File: src/rtl/ttf_pkg.sv
`timescale 1ns / 1ps
package ttf_pkg;

  localparam int POS_W   = 24;
  localparam int UV_W    = 20;
  localparam int NRM_W   = 18;
  localparam int TAN_W   = 18;

  localparam int QD_W    = POS_W + 1;
  localparam int UVD_W   = UV_W + 1;
  localparam int MUL_W   = 32;
  localparam int PRD_W   = 2 * MUL_W;
  localparam int ACC_W   = PRD_W + 2;
  localparam int MN_SH   = 23;
  localparam int TP_W    = 47;
  localparam int C_W     = 50;
  localparam int G_W     = 34;
  localparam int BLK_W   = 52;
  localparam int NZ_W    = 31;
  localparam int DMAG_W  = 46;
  localparam int RND_SH  = TAN_W - 1;
  localparam int SQ_W    = 64;
  localparam int RES_W   = 32;
  localparam int NUM_W   = NZ_W - 1 + RND_SH + 1;
  localparam int DEN_W   = RES_W + 1;

  localparam logic signed [ACC_W-1:0] DOT_SAT = ACC_W'((64'sd1 <<< DMAG_W) - 64'sd1);
  localparam logic [RES_W-1:0] TAN_MAX = RES_W'((1 << (TAN_W - 1)) - 1);
  localparam logic signed [TAN_W-1:0] TAN_MIN = {1'b1, {(TAN_W - 1){1'b0}}};

  typedef struct packed {
    logic issue;
    logic clr;
    logic neg;
    logic sh;
  } mac_ctrl_t;

  typedef enum logic {
    RD_SQRT,
    RD_DIV
  } rd_mode_t;

endpackage

File: src/rtl/ttf_blk.sv
`timescale 1ns / 1ps
module ttf_blk import ttf_pkg::*; (
  input  logic                    clk,
  input  logic                    rst,
  input  logic                    start,
  input  logic signed [BLK_W-1:0] v_in [3],
  output logic signed [NZ_W-1:0]  v_out [3],
  output logic                    done
);

  localparam logic [BLK_W-2:0] LIM_HI = (BLK_W-1)'(1) << (NZ_W - 1);
  localparam logic [BLK_W-2:0] LIM_LO = (BLK_W-1)'(1) << (NZ_W - 2);

  logic [BLK_W-2:0] mag [3];
  logic [BLK_W-2:0] mag_in [3];
  logic             sgn [3];
  logic [BLK_W-2:0] m;
  logic [BLK_W-2:0] m_in;
  logic             busy;

  always_comb begin
    for (int i = 0; i < 3; i++) begin
      mag_in[i] = v_in[i][BLK_W-1] ? (BLK_W-1)'(-v_in[i]) : (BLK_W-1)'(v_in[i]);
    end
    m_in = mag_in[0];
    if (mag_in[1] > m_in) begin
      m_in = mag_in[1];
    end
    if (mag_in[2] > m_in) begin
      m_in = mag_in[2];
    end
    for (int i = 0; i < 3; i++) begin
      v_out[i] = sgn[i] ? -$signed(mag[i][NZ_W-1:0]) : $signed(mag[i][NZ_W-1:0]);
    end
  end

  always_ff @(posedge clk) begin
    if (rst) begin
      busy <= 1'b0;
      done <= 1'b0;
    end else begin
      done <= 1'b0;
      if (start) begin
        busy <= 1'b1;
        m    <= m_in;
        for (int i = 0; i < 3; i++) begin
          mag[i] <= mag_in[i];
          sgn[i] <= v_in[i][BLK_W-1];
        end
      end else if (busy) begin
        if (m == '0 || (m >= LIM_LO && m < LIM_HI)) begin
          busy <= 1'b0;
          done <= 1'b1;
        end else if (m >= LIM_HI) begin
          m <= m >> 1;
          for (int i = 0; i < 3; i++) begin
            mag[i] <= mag[i] >> 1;
          end
        end else begin
          m <= m << 1;
          for (int i = 0; i < 3; i++) begin
            mag[i] <= mag[i] << 1;
          end
        end
      end
    end
  end

endmodule

File: config.mk
export PLATFORM = sky130hd
export DESIGN_NAME = ttf_blk
export DESIGN_NICKNAME = d
export VERILOG_FILES = /design/src/rtl/ttf_pkg.sv /design/src/rtl/ttf_blk.sv
export SDC_FILE = /design/constraint.sdc
export NUM_CORES = 1
export LEC_CHECK = 0
export ABC_AREA = 1
export BUFFER_PORTS_ARGS = -buffer_cell sky130_fd_sc_hd__clkbuf_2
export CORE_MARGIN = 2
export CORE_UTILIZATION = 39
export DETAILED_ROUTE_END_ITERATION = 10
export GPL_TIMING_DRIVEN = 0
export PLACE_DENSITY = 0.63
export SLEW_MARGIN = 20
export SYNTH_ARGS = -nofsm -noshare
export SYNTH_HDL_FRONTEND = slang
export SYNTH_SLANG_ARGS = --single-unit
File: constraint.sdc
create_clock -name clk -period 6.2 [get_ports clk]
set_clock_uncertainty 0.05 [all_clocks]
set_input_delay 1.24 -clock clk [delete_from_list [all_inputs] [get_ports clk]]
set_output_delay 1.24 -clock clk [all_outputs]
set_load 0.02 [all_outputs]
Word-level counts from Yosys, hierarchy flattened
Memories as Yosys holds them, arrays and structs flattened.
Index checks and enable logic that the tools add are counted.
Word-level totals
  register bits: 53
  RAM bits: 156
  input port bits: 159
  output and inout port bits: 94
  logic and storage cells: 68
  memories kept: 2
Memories
  mag: depth 3, bits a word 51, read ports 3, clocked after memory_dff 0, write ports 3, line ttf_blk.sv:14  | logic [BLK_W-2:0] mag [3];
  sgn: depth 3, bits a word 1, read ports 3, clocked after memory_dff 0, write ports 3, line ttf_blk.sv:16  | logic sgn [3];
Operators by class
  add/sub/neg operators: 6
  order comparisons: 5
  equal/unequal tests: 1
  mux-type cells: 37
  bitwise operators: 8
  reductions and logical operators: 6
Operators by type and width (number)
  $mux W51: 15
  $neg A51 Y51: 3
  $gt A51 B51 Y1: 2
  $mux W31: 3
  $neg A31 Y31: 3
  $ge A51 B30 Y1 const B: 1
  $ge A51 B31 Y1 const B: 1
  $logic_not A51 Y1: 1
  $lt A51 B31 Y1 const B: 1
  $mux W1: 19
  $or A1 B1 Y1: 6
  $reduce_and A3 Y1: 1
  $reduce_or A3 Y1: 1
  $ne A2 B2 Y1 const B: 1
  $not A1 Y1: 2
  $reduce_bool A2 Y1: 1
  $logic_and A1 B1 Y1: 1
  $logic_or A1 B1 Y1: 1

Depth between registers and ports, before layout
Gate-level depths: netlist of run 1.
  depth after elaboration: 10
  depth in mapped cells: 48
  depth with buffers taken out: 45

Least setup slack after synthesis of run 1
OpenSTA, ideal clock, no wires.
  path kind: input to register
  from: input v_in[104] (netlist name)
  to: register m[17] (data pin)
  setup time: 0.256 ns
  arrival: 6.379 ns
  required time: 5.894 ns
  setup slack: -0.485 ns
  stages: 45
  buffers on the path: 3
  cells stage by stage: inv_1 > nand3_1 > nor2_1 > nand4_1 > nand3b_1 > nor2_1 > nand2_1 > nor2_1 > nand3_1 > o21ai_1 > xor2_1 > inv_1 > ha_1 > nand2_1 > nor4_1 > nand2_1 > nor2_1 > nand2_1 > (+9 left out) > and2_1 > ha_1 > a21oi_1 > nand3b_1 > nand2_1 > a21oi_1 > o21a_1 > o21ai_0 > nand2_1 > o211ai_1 > nand2_1 > nand3_1 > nand2_1 > clkbuf_1 > clkbuf_1 > nand3_1 > nand2_1 > nand2_1
On the way
  longest elaborated chain between the ends: 7
RTL lines
  start, declared: line ttf_blk.sv:6  | input logic signed [BLK_W-1:0] v_in [3],
  $neg A51 Y51: line ttf_blk.sv:23  | mag_in[i] = v_in[i][BLK_W-1] ? (BLK_W-1)'(-v_in[i]) : (BLK_W-1)'(v_in[i]);
  $mux W51 *: line ttf_blk.sv:23
  $gt A51 B51 Y1: line ttf_blk.sv:26  | if (mag_in[1] > m_in) begin
  $mux W51 *: line ttf_blk.sv:26
  $gt A51 B51 Y1: line ttf_blk.sv:29  | if (mag_in[2] > m_in) begin
  $mux W51 *: line ttf_blk.sv:29
  $mux W51 *: line ttf_blk.sv:43  | if (start) begin
  end signal, assigned: line ttf_blk.sv:45  | m <= m_in;
  end signal, assigned: line ttf_blk.sv:55  | m <= m >> 1;
  end signal, assigned: line ttf_blk.sv:60  | m <= m << 1;
  end, declared: line ttf_blk.sv:17  | logic [BLK_W-2:0] m;
Every way passes the cells marked *; elsewhere a longest branch is shown, timed or not.
A chain may end at the register's enable or synchronous reset.

Worst setup path in the final report of run 1
  from: input v_in[52] (netlist name)
  to: register m[12] (data pin)
Same word-level chain as after synthesis.

==> results.md, run 1 <==
- The largest net degree at the start of global routing is between 90 and 100.
- STA classifies the critical path endpoint as a flip-flop.
- The clock buffer count from CTS is 25.
- The worst relative slew slack is 12.9%.
- The count of warnings emitted by yosys is 0.
- The number of nets in the synthesized netlist is 3139.
- The initial core utilization is 39.7%.
- The total area inside the core boundary comes to 0.0516 sq mm.
- The worst register-to-register path begins at m[50].
- The worst-case vdd ir drop is between 200 and 250 uV.
- For this design the top-level I/O count stands at 253.
- Across all setup checks in the final design, the least slack found is -747 ps.
- The initial antenna violation count is 0.
- The maximum fanout count along the critical path is 8.
- After routing the design area is about 0.027 sq mm.
- The number of max-cap violations is 0.
- Setup repair after global routing could not meet its margin everywhere.
- The detailed placement HPWL is 69100 microns.
- The die covers roughly 0.054 sq mm.
- Sequential cells were found to cover between 30% and 40% of the synthesized design area.
- The tree is rooted in a sky130_fd_sc_hd__clkbuf_16.
- By instance count, the cell type seen most on the critical path is sky130_fd_sc_hd__nand2_1.
- Global routing finished with a remaining overflow of 0.
- The cell row count is just over 80.
- The die span in y is 233 microns.
- The power per unit of standard cell area is 237 mW/mm^2.
- The cell area that synthesis handed to floorplanning was 0.0205 sq mm.
- The classification of the worst setup path is in -> reg.
- The summed negative setup slack over all endpoints is -35350 ps.
- The via count of the first global-routing pass is 21100.
- At the end of the flow, the number of nets in the layout was about 3600.
- The worst-case hold slack is 474 ps.
- The final number of max-transition violations is 0.
- Global routing consumed, over all layers together, 31.8% of the routing resources.
- The number of register bits inferred by synthesis is 209.
- The run finished, with violations left.
- For the worst-skew pair, the clock arrives at the later sink with an insertion delay of about 570 ps.
- Timing would allow up to about 140 MHz.
- The data required time of the critical path is 6460 ps.
- The number of hold-slack violations in the final timing report was 0.
- Measured on the finished design, the core utilization comes to between 50 and 60%.
- The kind of start point of the critical path is a primary input.
- The H-tree depth is 1.
- The congestion estimate from routability-driven global placement came to 0.996.
- The slew of the pin with the lowest slew margin is 1310 ps.
- The area overhead of the layout relative to synthesis is 30.7%.
- In the routed design, unresolved DRC markers number 0.
- The die extent in x is 233 microns.
- The total clock sinks is 209.
- A synthesized cell averages 7.12 sq um.
- Setup violations remaining at the end of the flow were counted as 51.
- In the routed layout, each cell is associated on average with a via count of ~5.7.
- The post-place instance area is 0.0227 sq mm.
- The clock tree from TritonCTS is done.
- After synthesis, the share of flip-flops with an asynchronous set or reset is 0%.
- Leaving out fill and tap cells, the most frequent cell in the layout is sky130_fd_sc_hd__nand2_1.
- The worst path uses 112% of the clock period.
- The first global-routing pass estimated around 130000 microns of wire.
- The type of the tightest min-delay check is reg -> reg.
- The worst hold path begins at busy.
- The number of cell instances on the worst register-to-register path is 15.
- The number of routed nets with antenna violations is 0.
- Leaving out fill and tap cells, the most frequent cells in the layout are 533 x sky130_fd_sc_hd__nand2_1, 396 x sky130_fd_sc_hd__inv_1, 256 x sky130_fd_sc_hd__clkbuf_2.
- The pre-antenna-repair detailed-routing pass consisted of 6 iterations.
- Before CTS, the worst setup slack after placement is -2350 ps.
- The arrival time at the worst endpoint is just over 7000 ps.
- The deepest clock path buffer count is 3.
- The dominant register cell in the synthesized netlist is sky130_fd_sc_hd__edfxtp_1.
- The worst hold path stage count is 2.
- The synthesized design contains 207 enable-type register cells.
- The cell with the largest stage delay on the worst path is sky130_fd_sc_hd__xor2_1.
- After clock tree synthesis, the clock-pin slew on the worst setup and hold paths is 60 ps.
- The worst path in the final design needs a cycle of between 6000 and 7000 ps, including I/O delays and setup.
- The via count is 22800.
- The reg-to-reg setup timing slack is about 1200 ps.
- The destination of the worst hold path is done.
- Wires add up to 91400 microns.
- The terminus of the critical flop-to-flop path is mag[0][0].
- The routed length per instance is around 23 microns.
- The critical path's largest stage delay is 500 ps.
- The number of buffer cells added on primary ports is 251.
- The synthesized netlist contains 54 unique library cells.
- The fraction of final layout cells sized beyond drive strength 1 is 24.0%.
- For this block, the initial DRC count from the detailed router was 2924.
- For this design the static power due to leakage is 12.0 nW.
- After technology mapping, the gate count stands at 2876.
- Buffers inserted to repair hold after CTS numbered 0.
- The final reports fail on setup timing.
## Yosys cell counts, types with 13 or more instances
cell | n | area (sq um)
sky130_fd_sc_hd__and2_1 | 50 | 313
sky130_fd_sc_hd__ha_1 | 104 | 1300
sky130_fd_sc_hd__o211ai_1 | 22 | 165
sky130_fd_sc_hd__nor4_1 | 40 | 250
sky130_fd_sc_hd__nor3_1 | 63 | 315
sky130_fd_sc_hd__nand4_1 | 51 | 319
sky130_fd_sc_hd__clkbuf_1 | 86 | 323
sky130_fd_sc_hd__a21oi_1 | 101 | 505
sky130_fd_sc_hd__inv_1 | 411 | 1540
sky130_fd_sc_hd__o21ai_0 | 235 | 1180
sky130_fd_sc_hd__nand3_1 | 180 | 901
sky130_fd_sc_hd__buf_1 | 14 | 52.6
sky130_fd_sc_hd__nand2_1 | 584 | 2190
sky130_fd_sc_hd__xnor2_1 | 32 | 280
sky130_fd_sc_hd__edfxtp_1 | 207 | 6220
sky130_fd_sc_hd__o221ai_1 | 35 | 307
sky130_fd_sc_hd__xor2_1 | 189 | 1660
sky130_fd_sc_hd__a22oi_1 | 69 | 518
sky130_fd_sc_hd__nor2_1 | 250 | 938
sky130_fd_sc_hd__nand2_2 | 13 | 81.3
sky130_fd_sc_hd__a31oi_1 | 14 | 87.6
## through the flow
step / power, mW / cells
finish: 6.34 / 3993
global route: 6.59 / 3992
CTS: 5.87 / 3958
detailed placement: 3.95 / 3808
global placement: 3.93 / 3807
floorplan: 3.23 / 2876
## critical path: cells and delay by family
kind	cells	cell delay [ps]
XOR/XNOR	1	500
AND/OR/NAND/NOR	22	3130
buffers and inverters	8	1040
AO/OA/AOI/OAI	5	720
adder cells (fa/ha/maj)	2	520
## state kept, by name, summed over array words and instances, names as in the netlist
register	flops
busy	1
done	1
m	51
mag	153
sgn	3
## worst max-delay path by stage
| stage | start | to | slack, ps | cells past startpoint |
|---|---|---|---|---|
| floorplan | v_in[104] | m[26] | -240 | 45 |
| global placement | v_in[104] | m[38] | -2340 | 41 |
| detailed placement | v_in[104] | m[38] | -2350 | 41 |
| CTS | v_in[105] | m[24] | -570 | 41 |
| global route | v_in[108] | m[19] | -950 | 46 |
| finish | v_in[52] | m[12] | -750 | 38 |
## metal layers
metal,GRT usage (%),share of wire [%],vias to the layer above
li1,-,-,10500
met1,42.2,40,10700
met2,51.1,45,1310
met3,4.22,9.9,265
met4,14.8,5.3,0
met5,0,0,-
## where the power goes
group | total, mW | switching [mW] | internal, mW | leakage, nW
clock network | 1.43 | 0.657 | 0.770 | 0.368
registers | 1.84 | 0.0895 | 1.75 | 1.98
logic | 3.08 | 1.82 | 1.25 | 9.67
total | 6.34 | 2.57 | 3.77 | 12.0
## cell families after synthesis
group                    Yosys count  synth area share, %
flip-flops                       209                 30.6
AND/OR/NAND/NOR                 1276                 28.1
buffers and inverters            538                 10.2
adder cells (fa/ha/maj)          104                 6.35
AO/OA/AOI/OAI                    527                 15.3
XOR/XNOR                         222                 9.53
## cell type report
| cell class | instances | area (sq um) |
|---|---|---|
| Clock buffer | 32 | 682 |
| Buffer | 117 | 773 |
| Tap cell | 680 | 851 |
| Antenna cell | 1 | 2.50 |
| Sequential cell | 209 | 6260 |
| Inverter | 419 | 1610 |
| Multi-Input combinational cell | 2131 | 13800 |
| Fill cell | 4976 | 24900 |
| Timing Repair Buffer | 394 | 2760 |
| Clock inverter | 10 | 55.1 |
## repair_timing
item                                    4_1_cts  5_1_grt
setup buffers                                97       49
endpoints found under the hold margin         0        0
pin swaps                                    91       83
cloned                                       12        6
gates resized for setup                     240      216
endpoints found under the setup margin       51       52
Note: power is estimated with default switching activity, not from simulation.
==> run 2, diff against run 1 <==
Settings changed: CORE_UTILIZATION 39 to 33, PLACE_DENSITY 0.63 to 0.56.
==> results.md, run 2 (synthesis results as in run 1) <==
- The post-detailed-route via-to-cell ratio is 5.53.
- The clock network fraction of total power is 25.5%.
- The total clock sinks is around 210.
- The combinational share of power is 46.0%.
- The cell row count is 91.
- In this run the deepest clock path goes through 3 buffers.
- The min-delay analysis places its worst path in the category reg -> reg.
- Global routing used 28.1% of the available tracks across all layers.
- The arrival time at the worst endpoint is approximately 7000 ps.
- Setup repair after global routing could not meet its margin everywhere.
- For this design the top-level I/O count stands at between 200 and 300.
- Setup violations remaining at the end of the flow were counted as about 50.
- In this run, CTS created clock tree buffers numbering 26.
- The root buffer cell chosen for the clock tree is sky130_fd_sc_hd__clkbuf_16.
- The via count is 22600.
- The detailed router finished its first iteration with around 2500 violations.
- Summed over all layers, the global routing overflow is 0.
- The detailed placement HPWL is 73400 microns.
- The minimum period implied by the final worst setup slack is ~6900 ps.
- The source of the worst hold timing path is m[49].
- The register with the most flip-flops in the layout has 153 of them.
- The power share of the sequential group is 28.5%.
- The routed length per instance is 23.1 microns.
- The number of hold-slack violations in the final timing report is 0.
- The switching fraction of total power is 39.5%.
- STA classifies the critical path startpoint as a primary input.
- Counting the fill cells in the layout gives 6379.
- The final critical path takes up 111% of the cycle.
- The slowest stage of the critical path belongs to the cell sky130_fd_sc_hd__nand3b_1.
- For this run, the share of the core covered by cells in the final layout is 43.1%.
- The worst setup path is of the in -> reg kind.
- STA classifies the critical path endpoint as a flip-flop.
- Buffers placed on the I/O ports in this run total 251.
- At the worst endpoint, the required time is between 6000 and 7000 ps.
- The initial antenna violation count was 3.
- Wires add up to 94300 microns.
- Counting cells, the worst reg-to-reg path comes to 15.
- The worst setup timing slack at the placement stage is -2500 ps.
- The internal power of the cells totals approximately 4 mW.
- After floorplanning, the core was sized to cover 0.0615 sq mm.
- The power per unit of standard cell area is around 240 mW/mm^2.
- The library cell used most frequently in the layout, excluding fill and tap cells, is sky130_fd_sc_hd__nand2_1.
- The maximum fanout count along the critical path is 10.
- Headroom to the max-slew limit came out at 16.4%.
- The largest registers in the layout are mag: 153 flops, m: 51 flops, sgn: 3 flops.
- Entering global routing, the biggest net connects between 50 and 60 pins.
- The initial utilization of the core area, before any placement, comes to 33.3%.
- The placer congestion estimate is 0.983.
- The register with the most flip-flops is mag.
- The checks that failed: setup timing.
- The CTS clock-pin slew for the worst setup and hold paths is 70 ps.
- The slew of the pin with the lowest slew margin is 1250 ps.
- The critical path's largest stage delay is around 320 ps.
- Across the VDD grid, the largest voltage drop is approximately 230 uV.
- The setup check on the worst reg-to-reg path leaves a slack of between 1500 and 2000 ps.
- Summed over all nets, the switching power comes to 2.54 mW.
- The number of design rule violations left after detail routing is 0.
- Before antenna repair, the detailed router went through 5 iterations.
- Based on the critical path, the design can be clocked at up to 145 MHz.
- In this run the remaining antenna-violating nets after routing total 0.
- The area overhead of the layout relative to synthesis is 29.3%.
- The net count of the finished layout is 3539.
- In this run the critical register-to-register path is launched from m[50].
- The clock tree from TritonCTS is done.
- The top cell types in the final layout, fill and taps aside, are 531 x sky130_fd_sc_hd__nand2_1, 399 x sky130_fd_sc_hd__inv_1, 259 x sky130_fd_sc_hd__clkbuf_2.
- The flow ran to the end, but the final reports show violations.
- The floorplan step defined a die boundary enclosing about 0.064 sq mm.
- Across all setup checks in the final design, the least slack found is -713 ps.
- The wire length of the first global-routing pass is 133000 microns.
- The dominant cell type by count on the critical path is sky130_fd_sc_hd__nand2_1.
- The leakage power summed over all cells is 11.9 nW.
- The number of max-cap violations is 0.
- The die span in y is 253 microns.
- The final number of max-transition violations is 0.
- The endpoint identified for the worst register-to-register timing path is mag[0][25].
- The worst hold path passes through 2 cells.
- In this run the number of H-tree levels came out at 1.
- Cells with a size suffix above 1 make up a little under a quarter of the layout.
- The source-to-sink clock delay at the later pin of the worst-skew pair is 570 ps.
- The die extent in x is 253 microns.
- The path with the worst hold slack has its endpoint at m[48].
- Setup total negative slack on the finished layout was measured at -33340 ps.
- The via count of the first global-routing pass was 21200.
[run 2: changes by cell type in the layout (fill, tap and decap cells not counted), moves of 5 or more]
cell,delta
sky130_fd_sc_hd__nand3_4,-11
sky130_fd_sc_hd__nand2_2,+5
sky130_fd_sc_hd__clkinv_1,+5
sky130_fd_sc_hd__buf_4,-12
sky130_fd_sc_hd__o21ai_0,+13
sky130_fd_sc_hd__buf_6,-10
sky130_fd_sc_hd__nand3_2,+10
sky130_fd_sc_hd__xor2_2,-11
sky130_fd_sc_hd__xor2_1,+12
sky130_fd_sc_hd__o21ai_2,-11
[run 2: critical path, delay by kind of cell]
kind            cells  cell delay [ps]
compound gates      7              800
fa+ha+maj           2              490
simple gates       22             3530
buf+inv             7             1080
[run 2: worst max path at each step]
stage                     cells past startpoint     to  slack (ps)       from
after floorplan                              45  m[26]        -240  v_in[104]
after CTS                                    41  m[38]        -610  v_in[105]
after detailed placement                     41  m[38]       -2500  v_in[104]
after global routing                         41  m[35]        -950  v_in[104]
after global placement                       46  m[38]       -2480  v_in[104]
final                                        38  m[45]        -710  v_in[104]
[run 2: routing by layer]
| layer | track usage (%) | up-vias | share of wire, % |
|---|---|---|---|
| met2 | 45.5 | 1189 | 45 |
| li1 | - | 10500 | - |
| met5 | 0 | - | 0 |
| met1 | 37.8 | 10700 | 41 |
| met3 | 3.62 | 220 | 8.9 |
| met4 | 11.7 | 0 | 4.9 |
[run 2: final cells by class]
class                           instances  area [sq um]  area share [%]
Clock buffer                           32           694            2.62
Tap cell                              790           988            3.73
Timing Repair Buffer                  370          2470            9.33
Buffer                                119           752            2.84
Multi-Input combinational cell       2131         13500            51.1
Clock inverter                         16           176           0.666
Antenna cell                            2          5.00          0.0189
Inverter                              419          1600            6.05
Sequential cell                       209          6260            23.6
[run 2: what timing repair did]
action	CTS	global route
pin swaps	56	81
cloned	8	12
setup buffers	80	29
endpoints found under the setup margin	51	52
hold buffers	0	0
resized for setup	171	207
[run 2: per-stage QoR]
| stage | total power [mW] | std cells | hold WS, ps | area, sq um |
|---|---|---|---|---|
| after global routing | 6.71 | 4088 | 511 | 26500 |
| after detailed placement | 3.98 | 3919 | 482 | 22900 |
| after global placement | 3.97 | 3917 | 478 | 22800 |
| final | 6.43 | 4088 | 497 | 26500 |
| after floorplan | 3.23 | 2876 | 412 | 20600 |
| after CTS | 5.93 | 4055 | 491 | 25200 |
[run 2: power by group through the flow]
stage | combinational, mW | clock (mW) | sequential, mW
after floorplan | 1.40 | 0 | 1.84
after CTS | 2.47 | 1.64 | 1.83
final | 2.96 | 1.64 | 1.84
after global placement | 2.10 | 0 | 1.87
after detailed placement | 2.12 | 0 | 1.86
after global routing | 3.17 | 1.68 | 1.85
==> run 3, diff against run 2 <==
Settings changed: ABC_AREA 1 to unset.
==> results.md, run 3 <==
- For this block, the routed nets add up to 78200 microns of wire.
- Summed over all cells, the static leakage comes to 9.52 nW.
- Setup repair after global routing could not meet its margin everywhere.
- In this run the deepest clock path goes through 3 buffers.
- The H-tree depth is 1.
- The area of the core region is 0.0562 sq mm.
- The filler cell count is 5641.
- The type of the tightest min-delay check is reg -> reg.
- The initial antenna violation count is 4.
- At the worst endpoint, the arrival time is 8320 ps.
- The critical path's largest stage delay is 510 ps.
- In the post-synthesis netlist, the cell with the most instances is sky130_fd_sc_hd__nand2_1.
- The root buffer cell is sky130_fd_sc_hd__clkbuf_16.
- The routed length per instance is between 20 and 25 microns.
- The register with the most flip-flops in the layout has 153 of them.
- The library cell used most frequently in the layout, excluding fill and tap cells, is sky130_fd_sc_hd__nand2_1.
- For the worst-skew pair, the clock arrives at the later sink with an insertion delay of between 500 and 600 ps.
- After synthesis, the share of cell area in mux cells is 3.17%.
- The area fraction in compound gates after synthesis is 18.4%.
- Row generation in the floorplan step produced 87 rows.
- The first global-routing pass estimated approximately 120000 microns of wire.
- The highest layer touched by signal routing is met5.
- The minimum period implied by the final worst setup slack is about 8100 ps.
- The number of clock buffers added by TritonCTS is 26.
- During synthesis, Yosys emitted a total of 0 warnings.
- The worst setup path is launched from a primary input.
- The register with the most flip-flops is mag.
- Compared with the post-synthesis result, the final layout area differs by 25.8%.
- The initial core utilization is between 30% and 40%.
- Of the total synthesized cell area, the portion taken by full adders, half adders and majority gates is 7.12%.
- Entering global routing, the biggest net connects 25 pins.
- The fraction of the yosys area taken by sequential cells is 33.5%.
- In the final design database the tool counted ~2900 nets.
- After clock tree synthesis, the clock-pin slew on the worst setup and hold paths is 60 ps.
- The number of endpoints failing setup at the final stage is 51.
- Summed over all layers, the global routing overflow is 0.
- The share of the core filled with cells is 41.9%.
- Timing would allow up to about 120 MHz.
- The parity-gate share of the synthesized area counting xor and xnor cells is 11.1%.
- The post-synthesis async set-or-reset flop share is 0%.
- From bottom edge to top edge, the die measures between 200 and 250 microns.
- The post-detailed-route via-to-cell ratio is 5.80.
- For the pin with the worst max-slew slack, the measured transition is 1200 ps.
- The final number of max-transition violations was 0.
- The cell type contributing the most total cell area after synthesis is sky130_fd_sc_hd__edfxtp_1.
- The sum of met3 wire segment lengths after detailed routing is about 7000 microns.
- The via count is 19600.
- The fraction of the cycle the final worst path needs is 131%.
- The summed negative setup slack over all endpoints is -91610 ps.
- In the synthesized netlist, the number of instances is 2240.
- The power per unit of standard cell area is between 200 and 250 mW/mm^2.
- The flow ran to the end, but the final reports show violations.
- The number of design rule violations left after detail routing is 0.
- The critical path endpoint category is a flip-flop.
- After the first detailed-routing iteration, the DRC count stood at 2097.
- The detailed placement HPWL is 61800 microns.
- In this run the tightest slew margin relative to its limit is 19.7%.
- After synthesis the netlist holds a flip-flop and latch count of 209.
- TritonCTS built the clock tree.
- The checks that failed: setup timing.
- Summing every instance area after synthesis gives 0.0187 sq mm.
- The cell with the largest stage delay on the worst path is sky130_fd_sc_hd__or4_4.
- In the layout the commonest cells are 441 x sky130_fd_sc_hd__nand2_1, 253 x sky130_fd_sc_hd__clkbuf_2, 207 x sky130_fd_sc_hd__edfxtp_1.
- In the final layout, the share of cells above drive strength 1 is 21.5%.
- The total clock sinks is 209.
- Of all nets on the critical path, the largest fanout is 10.
- The via count of the first global-routing pass is ~19000.
- The average instance in the mapped netlist occupies 8.34 sq um.
- In this run, post-CTS hold repair placed 0 buffers.
- Synthesis instantiated 67 different standard cells from the library.
- The number of nets produced by synthesis is 2503.
- approximately 250 I/O pins were placed.
- Once routing completed, OpenROAD measured the worst setup slack at -1900 ps.
- The number of max-cap violations is 0.
- Of the total synthesized cell area, the portion taken by AND, OR, NAND and NOR gates is 22.5%.
- Global routing used 25.6% of the available tracks across all layers.
- The die covers 0.0586 sq mm.
- The number of hold-slack violations in the final timing report came to 0.
- The worst-case vdd ir drop is 192 uV.
- In the synthesized netlist, the cells that appear most often are 445 x sky130_fd_sc_hd__nand2_1, 207 x sky130_fd_sc_hd__edfxtp_1, 149 x sky130_fd_sc_hd__xnor2_1.
- The critical path is of the in -> reg type.
- The die is 242 microns wide.
- The top cell type by area accounts for roughly 33% of the synthesized area.
- For this run, the leading register cell type out of synthesis is sky130_fd_sc_hd__edfxtp_1.
- The largest registers in the layout are mag: 153 flops, m: 51 flops, sgn: 3 flops.
- After synthesis, the cell types taking the most area are sky130_fd_sc_hd__edfxtp_1 33%, sky130_fd_sc_hd__nand2_1 8.9%, sky130_fd_sc_hd__xnor2_1 7.0%.
- The data required time of the critical path is 6420 ps.
- The number of enable flip-flop cells after synthesis is 207.
- The post-layout total power is 5.57 mW.
- The first detailed-routing pass took 6 iterations.
- The worst-case hold slack is 427 ps.
- For this block, wires on met1 add up to 32300 microns.
- The placer congestion estimate is 0.958.
- In the detailed route, the total length drawn on met2 is 35900 microns.
- After synthesis, the largest family of logic cells by area is simple AND/OR/NAND/NOR gates.
- The number of buffer cells added on primary ports is approximately 250.
- The number of routed nets with antenna violations is 0.
-- run 3: worst max-delay path: cells and delay by family --
family,cells,cell delay (ps)
compound gates,8,1770
xor+xnor,1,280
fa+ha+maj,2,500
buf+inv,5,830
mux,1,400
simple gates,13,3270
-- run 3: where the power goes --
group | switching (mW) | internal, mW | leakage [nW] | total [mW]
clock network | 0.665 | 0.845 | 0.388 | 1.51
logic | 1.26 | 0.908 | 7.14 | 2.17
registers | 0.138 | 1.75 | 1.98 | 1.89
-- run 3: path summary, 6_finish.rpt --
| path | start | endpoint | slack [ps] | cells past startpoint |
|---|---|---|---|---|
| max | v_in[69] | m[25] | -1900 | 30 |
| min | busy | done | 430 | 2 |
| max reg2reg | m[44] | mag[0][107] | 1690 | 11 |
| min reg2reg | busy | done | 430 | 2 |
-- run 3: cell type report --
| type | count | area [sq um] | area share (%) |
|---|---|---|---|
| Antenna cell | 2 | 5.00 | 0.0213 |
| Sequential cell | 209 | 6260 | 26.6 |
| Timing Repair Buffer | 335 | 2160 | 9.20 |
| Multi-Input combinational cell | 1829 | 12400 | 52.9 |
| Clock inverter | 10 | 78.8 | 0.335 |
| Tap cell | 756 | 946 | 4.02 |
| Inverter | 75 | 287 | 1.22 |
| Buffer | 125 | 612 | 2.60 |
| Clock buffer | 35 | 716 | 3.04 |
-- run 3: routing by layer --
metal | GRT usage, % | vias to the layer above
met5 | 0 | -
met4 | 10.2 | 2
li1 | - | 8939
met1 | 33.6 | 9481
met3 | 4.23 | 165
met2 | 41.9 | 996
-- run 3: timing repair --
item / 4_1_cts / 5_1_grt
gates resized for setup: 117 / 77
pin swaps: 57 / 41
cloned: 4 / 2
endpoints found under the setup margin: 51 / 51
setup buffers: 45 / 24
-- run 3: stage by stage --
| stage | area [sq um] | instances | worst slack (ps) |
|---|---|---|---|
| 2_1_floorplan | 18800 | 2240 | -1790 |
| 3_3_place_gp | 21000 | 3248 | -4010 |
| 3_5_place_dp | 21300 | 3259 | -4150 |
| 4_1_cts | 23000 | 3350 | -2050 |
| 5_1_grt | 23500 | 3375 | -2000 |
| 6_report | 23500 | 3376 | -1900 |
-- run 3: cell families after synthesis --
group | after synthesis
AO/OA/AOI/OAI | 540
adder cells (fa/ha/maj) | 107
AND/OR/NAND/NOR | 891
buffers and inverters | 203
multiplexers | 54
flip-flops | 209
XOR/XNOR | 236
